[src/sv/ukwc_pkg.sv]
`timescale 1ns / 1ps
// Shared types, constants, half-width table and UTF-8 encoding function of the UTF-8 kana width converter.
package ukwc_pkg;

    // conversion register codes
    localparam logic [1:0] MODE_HIRA  = 2'd0;
    localparam logic [1:0] MODE_HALF  = 2'd1;
    localparam logic [1:0] MODE_BOTH  = 2'd2;
    localparam logic [1:0] MODE_ASCII = 2'd3;

    localparam int QDEPTH = 4;
    localparam int QAW    = $clog2(QDEPTH);

    // one code point handed from the decoder to the encoder
    typedef struct packed {
        logic [20:0] cp;
        logic        raw;   // cp[7:0] goes out as one byte, no encoding
        logic        last;  // last code point caused by its input byte
    } t_qent;

    typedef struct packed {
        logic [31:0] bytes; // first byte in [7:0]
        logic [2:0]  len;
    } t_enc;

    // half-width form of U+30A1..U+30F6: low byte of U+FFxx,
    // bit 8 voiced mark follows, bit 9 semi-voiced mark follows
    localparam logic [9:0] HALF_TAB [0:85] = '{
        10'h067, 10'h071, 10'h068, 10'h072, 10'h069, 10'h073, 10'h06A, 10'h074,
        10'h06B, 10'h075, 10'h076, 10'h176, 10'h077, 10'h177, 10'h078, 10'h178,
        10'h079, 10'h179, 10'h07A, 10'h17A, 10'h07B, 10'h17B, 10'h07C, 10'h17C,
        10'h07D, 10'h17D, 10'h07E, 10'h17E, 10'h07F, 10'h17F, 10'h080, 10'h180,
        10'h081, 10'h181, 10'h06F, 10'h082, 10'h182, 10'h083, 10'h183, 10'h084,
        10'h184, 10'h085, 10'h086, 10'h087, 10'h088, 10'h089, 10'h08A, 10'h18A,
        10'h28A, 10'h08B, 10'h18B, 10'h28B, 10'h08C, 10'h18C, 10'h28C, 10'h08D,
        10'h18D, 10'h28D, 10'h08E, 10'h18E, 10'h28E, 10'h08F, 10'h090, 10'h091,
        10'h092, 10'h093, 10'h06C, 10'h094, 10'h06D, 10'h095, 10'h06E, 10'h096,
        10'h097, 10'h098, 10'h099, 10'h09A, 10'h09B, 10'h09C, 10'h09C, 10'h072,
        10'h074, 10'h066, 10'h09D, 10'h173, 10'h076, 10'h079
    };

    // shortest UTF-8 form of a code point
    function automatic t_enc utf8_enc(input logic [20:0] cp);
        t_enc e;
        e.bytes = '0;
        if (cp <= 21'h00007F) begin
            e.bytes[7:0] = {1'b0, cp[6:0]};
            e.len        = 3'd1;
        end else if (cp <= 21'h0007FF) begin
            e.bytes[7:0]  = {3'b110, cp[10:6]};
            e.bytes[15:8] = {2'b10, cp[5:0]};
            e.len         = 3'd2;
        end else if (cp <= 21'h00FFFF) begin
            e.bytes[7:0]   = {4'b1110, cp[15:12]};
            e.bytes[15:8]  = {2'b10, cp[11:6]};
            e.bytes[23:16] = {2'b10, cp[5:0]};
            e.len          = 3'd3;
        end else begin
            e.bytes[7:0]   = {5'b11110, cp[20:18]};
            e.bytes[15:8]  = {2'b10, cp[17:12]};
            e.bytes[23:16] = {2'b10, cp[11:6]};
            e.bytes[31:24] = {2'b10, cp[5:0]};
            e.len          = 3'd4;
        end
        return e;
    endfunction

endpackage

[src/sv/utf8_kana_width_converter.sv]
`timescale 1ns / 1ps
// UTF-8 kana width converter: one input byte per transfer in, converted UTF-8 bytes out.
// An input byte is taken every cycle while the four-entry code point queue has room;
// each byte yields zero to six output bytes, and the output side sends one byte per
// cycle while m_tready is high, so input follows the output byte count: one output byte
// per input byte for plain text, two for a three-byte kana that becomes a voiced
// half-width pair. A truncated sequence at end of text that re-decodes into two
// characters holds the input until both are queued. Write the mode register only while
// the block is idle; it is not enforced. A write drops any partly received sequence.
module utf8_kana_width_converter (
    input  logic       i_clk,
    input  logic       i_rst_n,
    input  logic       i_cfg_we,
    input  logic [1:0] i_cfg_wdata,  // conversion
    input  logic       s_tvalid,
    output logic       s_tready,
    input  logic [7:0] s_tdata,      // [7:0] in_byte
    input  logic       s_tlast,      // end_of_text
    output logic       m_tvalid,
    input  logic       m_tready,
    output logic [7:0] m_tdata,      // [7:0] out_byte
    output logic       m_tlast       // last_of_item
);
    import ukwc_pkg::*;

    logic [1:0] r_mode;
    logic       push, q_full, q_valid, pop;
    t_qent      push_ent, head_ent;

    always_ff @(posedge i_clk) begin
        if (!i_rst_n) begin
            r_mode <= MODE_HIRA;
        end else if (i_cfg_we) begin
            r_mode <= i_cfg_wdata;
        end
    end

    ukwc_front u_front (
        .i_clk    (i_clk),
        .i_rst_n  (i_rst_n),
        .i_mode   (r_mode),
        .i_cfg_we (i_cfg_we),
        .i_valid  (s_tvalid),
        .o_ready  (s_tready),
        .i_byte   (s_tdata),
        .i_eot    (s_tlast),
        .o_push   (push),
        .o_ent    (push_ent),
        .i_q_full (q_full)
    );

    ukwc_fifo u_fifo (
        .i_clk   (i_clk),
        .i_rst_n (i_rst_n),
        .i_push  (push),
        .i_ent   (push_ent),
        .o_full  (q_full),
        .o_valid (q_valid),
        .o_ent   (head_ent),
        .i_pop   (pop)
    );

    ukwc_back u_back (
        .i_clk     (i_clk),
        .i_rst_n   (i_rst_n),
        .i_mode    (r_mode),
        .i_q_valid (q_valid),
        .o_pop     (pop),
        .i_ent     (head_ent),
        .o_tvalid  (m_tvalid),
        .i_tready  (m_tready),
        .o_tdata   (m_tdata),
        .o_tlast   (m_tlast)
    );

endmodule

[src/sv/ukwc_front.sv]
`timescale 1ns / 1ps
// Front end: accepts input bytes, decodes UTF-8 (full-width mapping in ASCII mode) and queues code points.
module ukwc_front (
    input  logic                 i_clk,
    input  logic                 i_rst_n,
    input  logic [1:0]           i_mode,
    input  logic                 i_cfg_we,
    input  logic                 i_valid,
    output logic                 o_ready,
    input  logic [7:0]           i_byte,
    input  logic                 i_eot,
    output logic                 o_push,
    output ukwc_pkg::t_qent      o_ent,
    input  logic                 i_q_full
);
    import ukwc_pkg::*;

    logic [7:0]  r_held [3];
    logic [1:0]  r_cnt, n_cnt;
    logic [1:0]  r_need, n_need;
    logic        r_pend, n_pend;
    logic [10:0] r_pend_cp, n_pend_cp;
    logic [7:0]  n_h0, n_h1, n_h2;

    logic        acc;
    logic        main_v, main_raw;
    logic [20:0] main_cp;
    logic        fl_v0, fl_v1;
    logic [10:0] fl_cp0, fl_cp1;
    logic        two_byte;

    assign o_ready = !r_pend && !i_q_full;
    assign acc     = i_valid && o_ready;

    always_comb begin
        n_cnt    = r_cnt;
        n_need   = r_need;
        n_h0     = r_held[0];
        n_h1     = r_held[1];
        n_h2     = r_held[2];
        main_v   = 1'b0;
        main_raw = 1'b0;
        main_cp  = '0;
        fl_v0    = 1'b0;
        fl_v1    = 1'b0;
        fl_cp0   = '0;
        fl_cp1   = '0;
        two_byte = 1'b0;

        if (i_mode == MODE_ASCII) begin
            main_v = 1'b1;
            if (i_byte == 8'h20) begin
                main_cp = 21'h003000;
            end else if (i_byte >= 8'h21 && i_byte <= 8'h7E) begin
                main_cp = 21'h00FEE0 + {13'b0, i_byte};
            end else begin
                main_cp  = {13'b0, i_byte};
                main_raw = 1'b1;
            end
        end else if (r_need == 2'd0) begin
            if (!i_byte[7]) begin
                main_v  = 1'b1;
                main_cp = {13'b0, i_byte};
            end else if (i_byte[7:5] == 3'b110) begin
                n_need = 2'd1;
                n_cnt  = 2'd1;
                n_h0   = i_byte;
            end else if (i_byte[7:4] == 4'b1110) begin
                n_need = 2'd2;
                n_cnt  = 2'd1;
                n_h0   = i_byte;
            end else if (i_byte[7:3] == 5'b11110) begin
                n_need = 2'd3;
                n_cnt  = 2'd1;
                n_h0   = i_byte;
            end
        end else begin
            n_need = r_need - 2'd1;
            if (n_need == 2'd0) begin
                main_v = 1'b1;
                case (r_cnt)
                    2'd1: main_cp = {10'b0, r_held[0][4:0], i_byte[5:0]};
                    2'd2: main_cp = {5'b0, r_held[0][3:0], r_held[1][5:0], i_byte[5:0]};
                    default: main_cp = {r_held[0][2:0], r_held[1][5:0], r_held[2][5:0],
                                        i_byte[5:0]};
                endcase
                n_cnt = 2'd0;
            end else if (r_cnt != 2'd3) begin
                case (r_cnt)
                    2'd1:    n_h1 = i_byte;
                    2'd2:    n_h2 = i_byte;
                    default: n_h0 = r_held[0];
                endcase
                n_cnt = r_cnt + 2'd1;
            end
        end

        // open sequence at end of text: drop the lead, re-decode what follows
        if (i_mode != MODE_ASCII && i_eot && n_need != 2'd0) begin
            if (n_cnt >= 2'd2) begin
                if (!n_h1[7]) begin
                    fl_v0  = 1'b1;
                    fl_cp0 = {4'b0, n_h1[6:0]};
                end else if (n_h1[7:5] == 3'b110 && n_cnt == 2'd3) begin
                    fl_v0    = 1'b1;
                    fl_cp0   = {n_h1[4:0], n_h2[5:0]};
                    two_byte = 1'b1;
                end
            end
            if (n_cnt == 2'd3 && !two_byte && !n_h2[7]) begin
                fl_v1  = 1'b1;
                fl_cp1 = {4'b0, n_h2[6:0]};
            end
            n_need = 2'd0;
            n_cnt  = 2'd0;
        end
    end

    always_comb begin
        o_push    = 1'b0;
        o_ent     = '0;
        n_pend    = r_pend;
        n_pend_cp = r_pend_cp;
        if (r_pend) begin
            o_ent.cp   = {10'b0, r_pend_cp};
            o_ent.last = 1'b1;
            if (!i_q_full) begin
                o_push = 1'b1;
                n_pend = 1'b0;
            end
        end else if (acc) begin
            if (main_v) begin
                o_push     = 1'b1;
                o_ent.cp   = main_cp;
                o_ent.raw  = main_raw;
                o_ent.last = 1'b1;
            end else if (fl_v0) begin
                o_push     = 1'b1;
                o_ent.cp   = {10'b0, fl_cp0};
                o_ent.last = !fl_v1;
                if (fl_v1) begin
                    n_pend    = 1'b1;
                    n_pend_cp = fl_cp1;
                end
            end else if (fl_v1) begin
                o_push     = 1'b1;
                o_ent.cp   = {10'b0, fl_cp1};
                o_ent.last = 1'b1;
            end
        end
    end

    always_ff @(posedge i_clk) begin
        if (!i_rst_n || i_cfg_we) begin
            r_cnt  <= '0;
            r_need <= '0;
            r_pend <= 1'b0;
        end else begin
            if (acc) begin
                r_cnt  <= n_cnt;
                r_need <= n_need;
            end
            r_pend <= n_pend;
        end
    end

    always_ff @(posedge i_clk) begin
        if (acc) begin
            r_held[0] <= n_h0;
            r_held[1] <= n_h1;
            r_held[2] <= n_h2;
        end
        r_pend_cp <= n_pend_cp;
    end

endmodule

[src/sv/ukwc_fifo.sv]
`timescale 1ns / 1ps
// Short code point queue between decoder and encoder.
module ukwc_fifo (
    input  logic            i_clk,
    input  logic            i_rst_n,
    input  logic            i_push,
    input  ukwc_pkg::t_qent i_ent,
    output logic            o_full,
    output logic            o_valid,
    output ukwc_pkg::t_qent o_ent,
    input  logic            i_pop
);
    import ukwc_pkg::*;

    t_qent          r_mem [QDEPTH];
    logic [QAW-1:0] r_wptr, r_rptr;
    logic [QAW:0]   r_count;
    logic           wr, rd;

    assign o_full  = (r_count == (QAW+1)'(QDEPTH));
    assign o_valid = (r_count != '0);
    assign o_ent   = r_mem[r_rptr];
    assign wr      = i_push && !o_full;
    assign rd      = i_pop && o_valid;

    always_ff @(posedge i_clk) begin
        if (!i_rst_n) begin
            r_wptr  <= '0;
            r_rptr  <= '0;
            r_count <= '0;
        end else begin
            if (wr) r_wptr <= r_wptr + 1'b1;
            if (rd) r_rptr <= r_rptr + 1'b1;
            if (wr && !rd)      r_count <= r_count + 1'b1;
            else if (!wr && rd) r_count <= r_count - 1'b1;
        end
    end

    always_ff @(posedge i_clk) begin
        if (wr) r_mem[r_wptr] <= i_ent;
    end

endmodule

[src/sv/ukwc_back.sv]
`timescale 1ns / 1ps
// Back end: maps each code point for the mode and shifts its UTF-8 bytes, or its raw byte, out.
module ukwc_back (
    input  logic            i_clk,
    input  logic            i_rst_n,
    input  logic [1:0]      i_mode,
    input  logic            i_q_valid,
    output logic            o_pop,
    input  ukwc_pkg::t_qent i_ent,
    output logic            o_tvalid,
    input  logic            i_tready,
    output logic [7:0]      o_tdata,
    output logic            o_tlast
);
    import ukwc_pkg::*;

    logic [47:0] r_buf, ld_buf;
    logic [2:0]  r_cnt, ld_cnt;
    logic        r_last;
    logic        take;

    logic [20:0] kc, hcp, off;
    logic [9:0]  e;
    logic        mark;
    logic [7:0]  mark_byte;
    t_enc        enc;

    always_comb begin
        kc        = i_ent.cp;
        hcp       = kc;
        off       = '0;
        e         = '0;
        mark      = 1'b0;
        mark_byte = 8'h9E;
        if ((i_mode == MODE_HIRA || i_mode == MODE_BOTH) &&
            ((kc >= 21'h3041 && kc <= 21'h3096) || kc == 21'h309D || kc == 21'h309E)) begin
            kc = i_ent.cp + 21'h60;
        end
        hcp = kc;
        if (i_mode == MODE_HALF || i_mode == MODE_BOTH) begin
            case (kc)
                21'h3002: hcp = 21'h00FF61;
                21'h3001: hcp = 21'h00FF64;
                21'h30FB: hcp = 21'h00FF65;
                21'h30FC: hcp = 21'h00FF70;
                21'h300C: hcp = 21'h00FF62;
                21'h300D: hcp = 21'h00FF63;
                default: begin
                    if (kc >= 21'h30A1 && kc <= 21'h30F6) begin
                        off       = kc - 21'h30A1;
                        e         = HALF_TAB[off[6:0]];
                        hcp       = {13'h00FF, e[7:0]};
                        mark      = e[8] || e[9];
                        mark_byte = e[8] ? 8'h9E : 8'h9F;
                    end
                end
            endcase
        end
        enc = utf8_enc(hcp);
        if (i_ent.raw) begin
            ld_buf = {40'b0, i_ent.cp[7:0]};
            ld_cnt = 3'd1;
        end else if (mark) begin
            // half-width base is always three bytes; mark is EF BE 9E/9F
            ld_buf = {mark_byte, 8'hBE, 8'hEF, enc.bytes[23:0]};
            ld_cnt = 3'd6;
        end else begin
            ld_buf = {16'b0, enc.bytes};
            ld_cnt = enc.len;
        end
    end

    assign o_tvalid = (r_cnt != 3'd0);
    assign o_tdata  = r_buf[7:0];
    assign o_tlast  = r_last && (r_cnt == 3'd1);
    assign take     = o_tvalid && i_tready;
    assign o_pop    = i_q_valid && (r_cnt == 3'd0 || (r_cnt == 3'd1 && take));

    always_ff @(posedge i_clk) begin
        if (!i_rst_n) begin
            r_cnt <= '0;
        end else if (o_pop) begin
            r_cnt <= ld_cnt;
        end else if (take) begin
            r_cnt <= r_cnt - 3'd1;
        end
    end

    always_ff @(posedge i_clk) begin
        if (o_pop) begin
            r_buf  <= ld_buf;
            r_last <= i_ent.last;
        end else if (take) begin
            r_buf <= {8'b0, r_buf[47:8]};
        end
    end

endmodule

[config.mk]
export PLATFORM = sky130hd
export DESIGN_NAME = utf8_kana_width_converter
export DESIGN_NICKNAME = d
export VERILOG_FILES = /design/src/sv/ukwc_pkg.sv /design/src/sv/utf8_kana_width_converter.sv /design/src/sv/ukwc_front.sv /design/src/sv/ukwc_fifo.sv /design/src/sv/ukwc_back.sv
export SDC_FILE = /design/constraint.sdc
export NUM_CORES = 1
export LEC_CHECK = 0
export BUFFER_PORTS_ARGS = -buffer_cell sky130_fd_sc_hd__buf_4
export CORE_UTILIZATION = 25
export CTS_BUF_LIST = sky130_fd_sc_hd__clkbuf_8
export CTS_CLUSTER_SIZE = 16
export DETAILED_ROUTE_END_ITERATION = 16
export PLACE_DENSITY_LB_ADDON = 0.15
export SYNTH_ARGS = -nofsm -noshare
export SYNTH_HDL_FRONTEND = slang
export SYNTH_HIERARCHICAL = 1
export SYNTH_SLANG_ARGS = --single-unit
[constraint.sdc]
create_clock -name i_clk -period 6.4 [get_ports i_clk]
set_input_delay 0.96 -clock i_clk [delete_from_list [all_inputs] [get_ports i_clk]]
set_output_delay 0.96 -clock i_clk [all_outputs]
set_load 0.03 [all_outputs]
; After elaboration in Yosys (flattened, before gate mapping)
; Memory sizes are Yosys's and may differ from the RTL's. A register that Yosys moved wholly into a read port is not among the register bits.
; Cells that the tools add are included.
[op_classes]
n_addsub = 10
magnitude_cmp = 11
n_eq_ne = 23
mux = 117
bitwise_logic = 3
reduce_logical = 45
[op_table]
columns = op, n
row1 = 21-bit two-way mux, 10
row2 = 48-bit two-way mux, 4
row3 = 21-bit by 14-bit == test with 1-bit output (second input constant), 8
row4 = 8-bit two-way mux, 20
row5 = 21-bit one-hot mux with 6 select lines, 1
row6 = 11-bit two-way mux, 8
row7 = 21-bit by 14-bit greater-or-equal comparator with 1-bit output (second input constant), 2
row8 = 21-bit by 14-bit <= comparator with 1-bit output (second input constant), 2
row9 = 21-bit one-hot mux with 2 select lines, 1
row10 = 1-bit two-way mux, 40
row11 = 2-bit two-way mux, 18
row12 = 25-bit two-way mux, 1
row13 = 24-bit two-way mux, 1
row14 = 23-bit two-way mux, 1
row15 = 21-bit by 7-bit adder with 21-bit output (second input constant), 1
row16 = 21-bit by 11-bit <= comparator with 1-bit output (second input constant), 1
row17 = 21-bit by 16-bit <= comparator with 1-bit output (second input constant), 1
row18 = 21-bit by 7-bit <= comparator with 1-bit output (second input constant), 1
row19 = 10-bit two-way mux, 2
row20 = 1-bit logical AND, 19
row21 = 19-bit two-way mux, 1
row22 = 3-bit two-way mux, 6
row23 = 16-bit by 8-bit adder with 17-bit output (first input constant), 1
row24 = 16-bit two-way mux, 1
row25 = 28 further kinds, 58
[word_totals]
ff_bits = 77
mem_bits_rw = 116
mem_bits_ro = 1280
input_bits = 16
out_inout_bits = 11
wordCells = 223
mem_count = 3
[memory_table]
columns = memory, depth, width, read_ports, rd_ports_with_merged_regs, wr, line_no
row1 = (no name shown), 128, 10, 1, 0, 0, ukwc_back.sv:51  ; e = HALF_TAB[off[6:0]];
row2 = u_fifo.r_mem, 4, 23, 1, 1, 1, ukwc_fifo.sv:15  ; t_qent r_mem [QDEPTH];
row3 = u_front.r_held, 3, 8, 3, 0, 3, ukwc_front.sv:18  ; logic [7:0] r_held [3];

; Depth between registers and ports, before layout
[logic_depth]
depth_word = 28
ltp_mapped = 22
mapped_depth_nobuf = 19

; Hierarchy
; Netlist, hierarchy kept.
[by_module_without_submodules]
columns = mod, instances, cells_each, area_per_inst_um2, seq_area_each_um2
row1 = ukwc_back, 1, 526, 4151.5, 1141.1
row2 = ukwc_fifo, 1, 168, 3832.4, 2942.8
row3 = ukwc_front, 1, 316, 2762.6, 940.9
row4 = utf8_kana_width_converter, 1, 6, 72.6, 40.0

; Worst setup path before layout
; No wires, ideal clock.
[synth_timing]
path_type = register -> register
from = register with a tool-made name
to = register u_back.r_buf[13] (data pin)
setup_time_ps = 260
t_arrival_ps = 4345
required_time_ps = 6140
path_slack_ps = 1794
path_stages_with_launch = 19
path_buffers = 5
path_cell_list = dfxtp_1 buf_6 buf_12 mux4_2 clkbuf_1 inv_1 ha_1 buf_2 a21oi_1 nor4_1 o21ai_1 or4_4 a2111oi_4 o211a_4 buf_6 o211ai_2 a21boi_2 a221oi_1 o21ai_1
[synth_rtl]
columns = item, line_no
row1 = to (signal assigned), ukwc_back.sv:91  ; r_buf <= ld_buf;
row2 = to (signal assigned), ukwc_back.sv:94  ; r_buf <= {8'b0, r_buf[47:8]};
row3 = to (decl), ukwc_back.sv:17  ; logic [47:0] r_buf, ld_buf;

==> metrics.cfg <==
[run_status]
status = complete, no violations

[sta]
setup-violations-final = 0
min_period_over_period = 0.8824
rsz0062_at_grt = no
slew_headroom = 0.2552
worst_pin_slew_ps = 1109
timing_max_transition_violations_final = 0
clock-skew-final_ps = 18.43
finalSetupTns_ps = 0
finalCriticalPeriod_ps = 5647
fmaxAchievable_mhz = 177.1
final_hold_viol_count = 0

[grt]
top_usage_layer_grt = met2
use_met3 = 0.02563
globalRouteMet1Util = 0.2043
number_of_global_route_vias_before_repair = 7978
number_of_antenna_violations_at_the_first_check_in_global_routing = 0
grt_max_degree = 41
gr-usage-all-layers = 0.1495
grt-ovfl-total = 0
grtUsageMet2 = 0.2422
grt_first_pass_wirelength_mm = 50.28

[floorplan]
core_area_sq_um = 42320
die_width_um = 210.0
fp.dieH_um = 210.0
design.portCount = 27
rows = 75
initial_utilization = 0.2556
design.die.area_sq_um = 44110

[clocking]
cts_resized = 0
clk_latency_ps = 480
holdBufCountCts = 0
post-cts-setup-buffer-count = 0
h-tree-depth = 4
tritoncts.num_buffers = 17
clkSinkCount = 175
root_buffer_master = sky130_fd_sc_hd__clkbuf_8
cts_tree = built
number_of_buffers_between_clock_root_and_the_deepest_sink = 2
cts.reportedPaths.clkPinSlew_ps = 110

[place]
dpl_cell_area_sq_um = 11420
dpl.hpwl_mm = 23.35
gp_congestion = 0.8849
io_buffer_count = 26

[critical_path]
crit_path_max_fanout = 13
worst_setup_path_end_kind = register
critical_path_class = register to register
timing.critical_path.from_type = register
arr_time_crit_path_ps = 5970
cp.required_ps = 6720

[route]
drt_first_pass_iters = 5
drc = 0
dr.first_iter.drc_count = 711
avgViaCountPerCell = 5.122
drt.antenna.violating_nets = 0
wl_per_cell_um = 20.29
via_count = 8155
wl_mm = 32.31

[synth]
synth.yosys.seq_area_share = 0.4681
ys_types = 101
muxShareOfSynthArea = 0.08003
synthesis.nets = 1068
synthSimpleGateAreaFrac = 0.1642
synth_seq_cells = 175
yosys_top_cell_by_area = sky130_fd_sc_hd__edfxtp_1
post_synth_instance_area_sq_um = 10820
synth.area.top_cells = sky130_fd_sc_hd__edfxtp_1 43%, sky130_fd_sc_hd__mux4_2 5.0%, sky130_fd_sc_hd__ha_1 4.0%
synth_async_sr_flop_share = 0
complex_gate_fraction_of_the_synthesized_area = 0.1833
synth-edff-count = 156
synth_warnings = 6
synth_cells = 1016
synthDominantCellAreaShare = 0.4330
synth_top_family_by_area = compound AO/OA/AOI/OAI gates
postSynth.topFlopCell = sky130_fd_sc_hd__edfxtp_1
post_synth.cell_area_avg_sq_um = 10.65
post_synth_xor_area_fraction = 0.008095
synthAdderAreaFrac = 0.04233

[layout]
layout-area-overhead-vs-synth_pct = 9.032
final_common_cell = sky130_fd_sc_hd__edfxtp_1
finish.instance_area_sq_um = 11800
n_antenna_cell = 0
n_fill_cell = 4465
nets = 1054
most-common-layout-cells = 156 x sky130_fd_sc_hd__edfxtp_1, 90 x sky130_fd_sc_hd__nand2_1, 78 x sky130_fd_sc_hd__nor2_1, 69 x sky130_fd_sc_hd__o21ai_0, 53 x sky130_fd_sc_hd__a21oi_1
share_of_post_route_cells_with_drive_strength_above_1 = 0.1488

[power]
power.density_cell_area_nw_per_um2 = 388.0
max-vdd-ir-drop_mv = 0.1545
final_total_pwr_w = 0.004577
cellLeakagePower_nw = 3.944

[flow_run]
max-cap-violations = 0

[min_path]
hp-class = register to register

path summary, 6_finish.rpt:
check	start	endpoint	slack, ps	depth (start not counted)
max	register	u_back/r_buf[12]$_DFFE_PP_	750	13
min	u_fifo/r_wptr[1]$_SDFFE_PN0P_	u_fifo/r_wptr[1]$_SDFFE_PN0P_	510	2
min reg2reg	u_fifo/r_wptr[1]$_SDFFE_PN0P_	u_fifo/r_wptr[1]$_SDFFE_PN0P_	510	2
max reg2reg	register	u_back/r_buf[12]$_DFFE_PP_	750	13
cell type report:
cell class | count | area [sq um] | share of cell area
multi-input cells | 724 | 5171 | 0.4384
well taps | 577 | 721.9 | 0.06120
inverters | 45 | 168.9 | 0.01432
flip-flops and latches | 175 | 5066 | 0.4295
clock buffers | 17 | 234.0 | 0.01983
repair buffers | 39 | 292.8 | 0.02482
clock inverters | 15 | 141.4 | 0.01199
cells by family after synthesis:
logic type / Yosys count
AO/OA/AOI/OAI: 281
buffers and inverters: 117
AND/OR/NAND/NOR: 343
XOR/XNOR: 10
multiplexers: 54
adder cells (fa/ha/maj): 36
flip-flops: 175
critical path, cell delays in order, from the launching register on:
cell,delay (ps)
sky130_fd_sc_hd__dfxtp_2,380
sky130_fd_sc_hd__mux4_2,700
sky130_fd_sc_hd__inv_1,290
sky130_fd_sc_hd__ha_1,410
sky130_fd_sc_hd__a21oi_1,130
sky130_fd_sc_hd__nor4_1,660
sky130_fd_sc_hd__o221ai_1,350
sky130_fd_sc_hd__or4_1,540
sky130_fd_sc_hd__o211a_2,180
sky130_fd_sc_hd__o211a_4,310
sky130_fd_sc_hd__o311a_1,460
sky130_fd_sc_hd__nor2_1,650
sky130_fd_sc_hd__o211ai_1,270
sky130_fd_sc_hd__o211ai_1,140
Yosys cell counts (all sizes together), types with 9 or more instances:
library cell and n:
inv 43, or4 10, edfxtp 156, nand3 27
nand2 91, or3 9, mux2i 20, o21ai 75
a31oi 13, nor3 29, nand2b 10, o211ai 17
ha 35, mux4 24, mux2 10, or2 11
nor2 79, a21oi 55, buf 39, a211oi 16
and2 22, nor4 18, clkbuf 33, dfxtp 19
stage by stage:
stage / setup WS, ps / hold slack, ps / std cells / utilization
finish: 752.6 / 505.0 / 1592 / 0.2787
global placement: 647.9 / 489.9 / 1560 / 0.2699
detailed placement: 788.4 / 492.5 / 1560 / 0.2699
floorplan: 1794 / 467.7 / 1016 / -
CTS: 783.0 / 509.0 / 1592 / 0.2787
global route: 357.7 / 534.4 / 1592 / 0.2787
state kept, by name (all words and copies together) (netlist names), named ones only:
register           cells
u_fifo/r_mem          92
u_back/r_buf          35
u_front/r_held        21
u_front/r_pend_cp      7
u_back/r_cnt           3
u_fifo/r_count         3
r_mode                 2
u_fifo/r_rptr          2
u_fifo/r_wptr          2
u_front/r_cnt          2
u_front/r_need         2
u_back/r_last          1
u_front/r_pend         1
per-layer routing:
layer | up-vias | share of wire
li1 | 3853 | -
met1 | 4031 | 0.46
met2 | 229 | 0.47
met3 | 42 | 0.044
met4 | 0 | 0.021
met5 | - | 0
power breakdown:
group / switching, W / internal (W)
Combinational: 0.00143 / 0.000725
Clock: 0.000465 / 0.000290
Sequential: 0.0000940 / 0.00157
(Power assumes the default switching activity.)
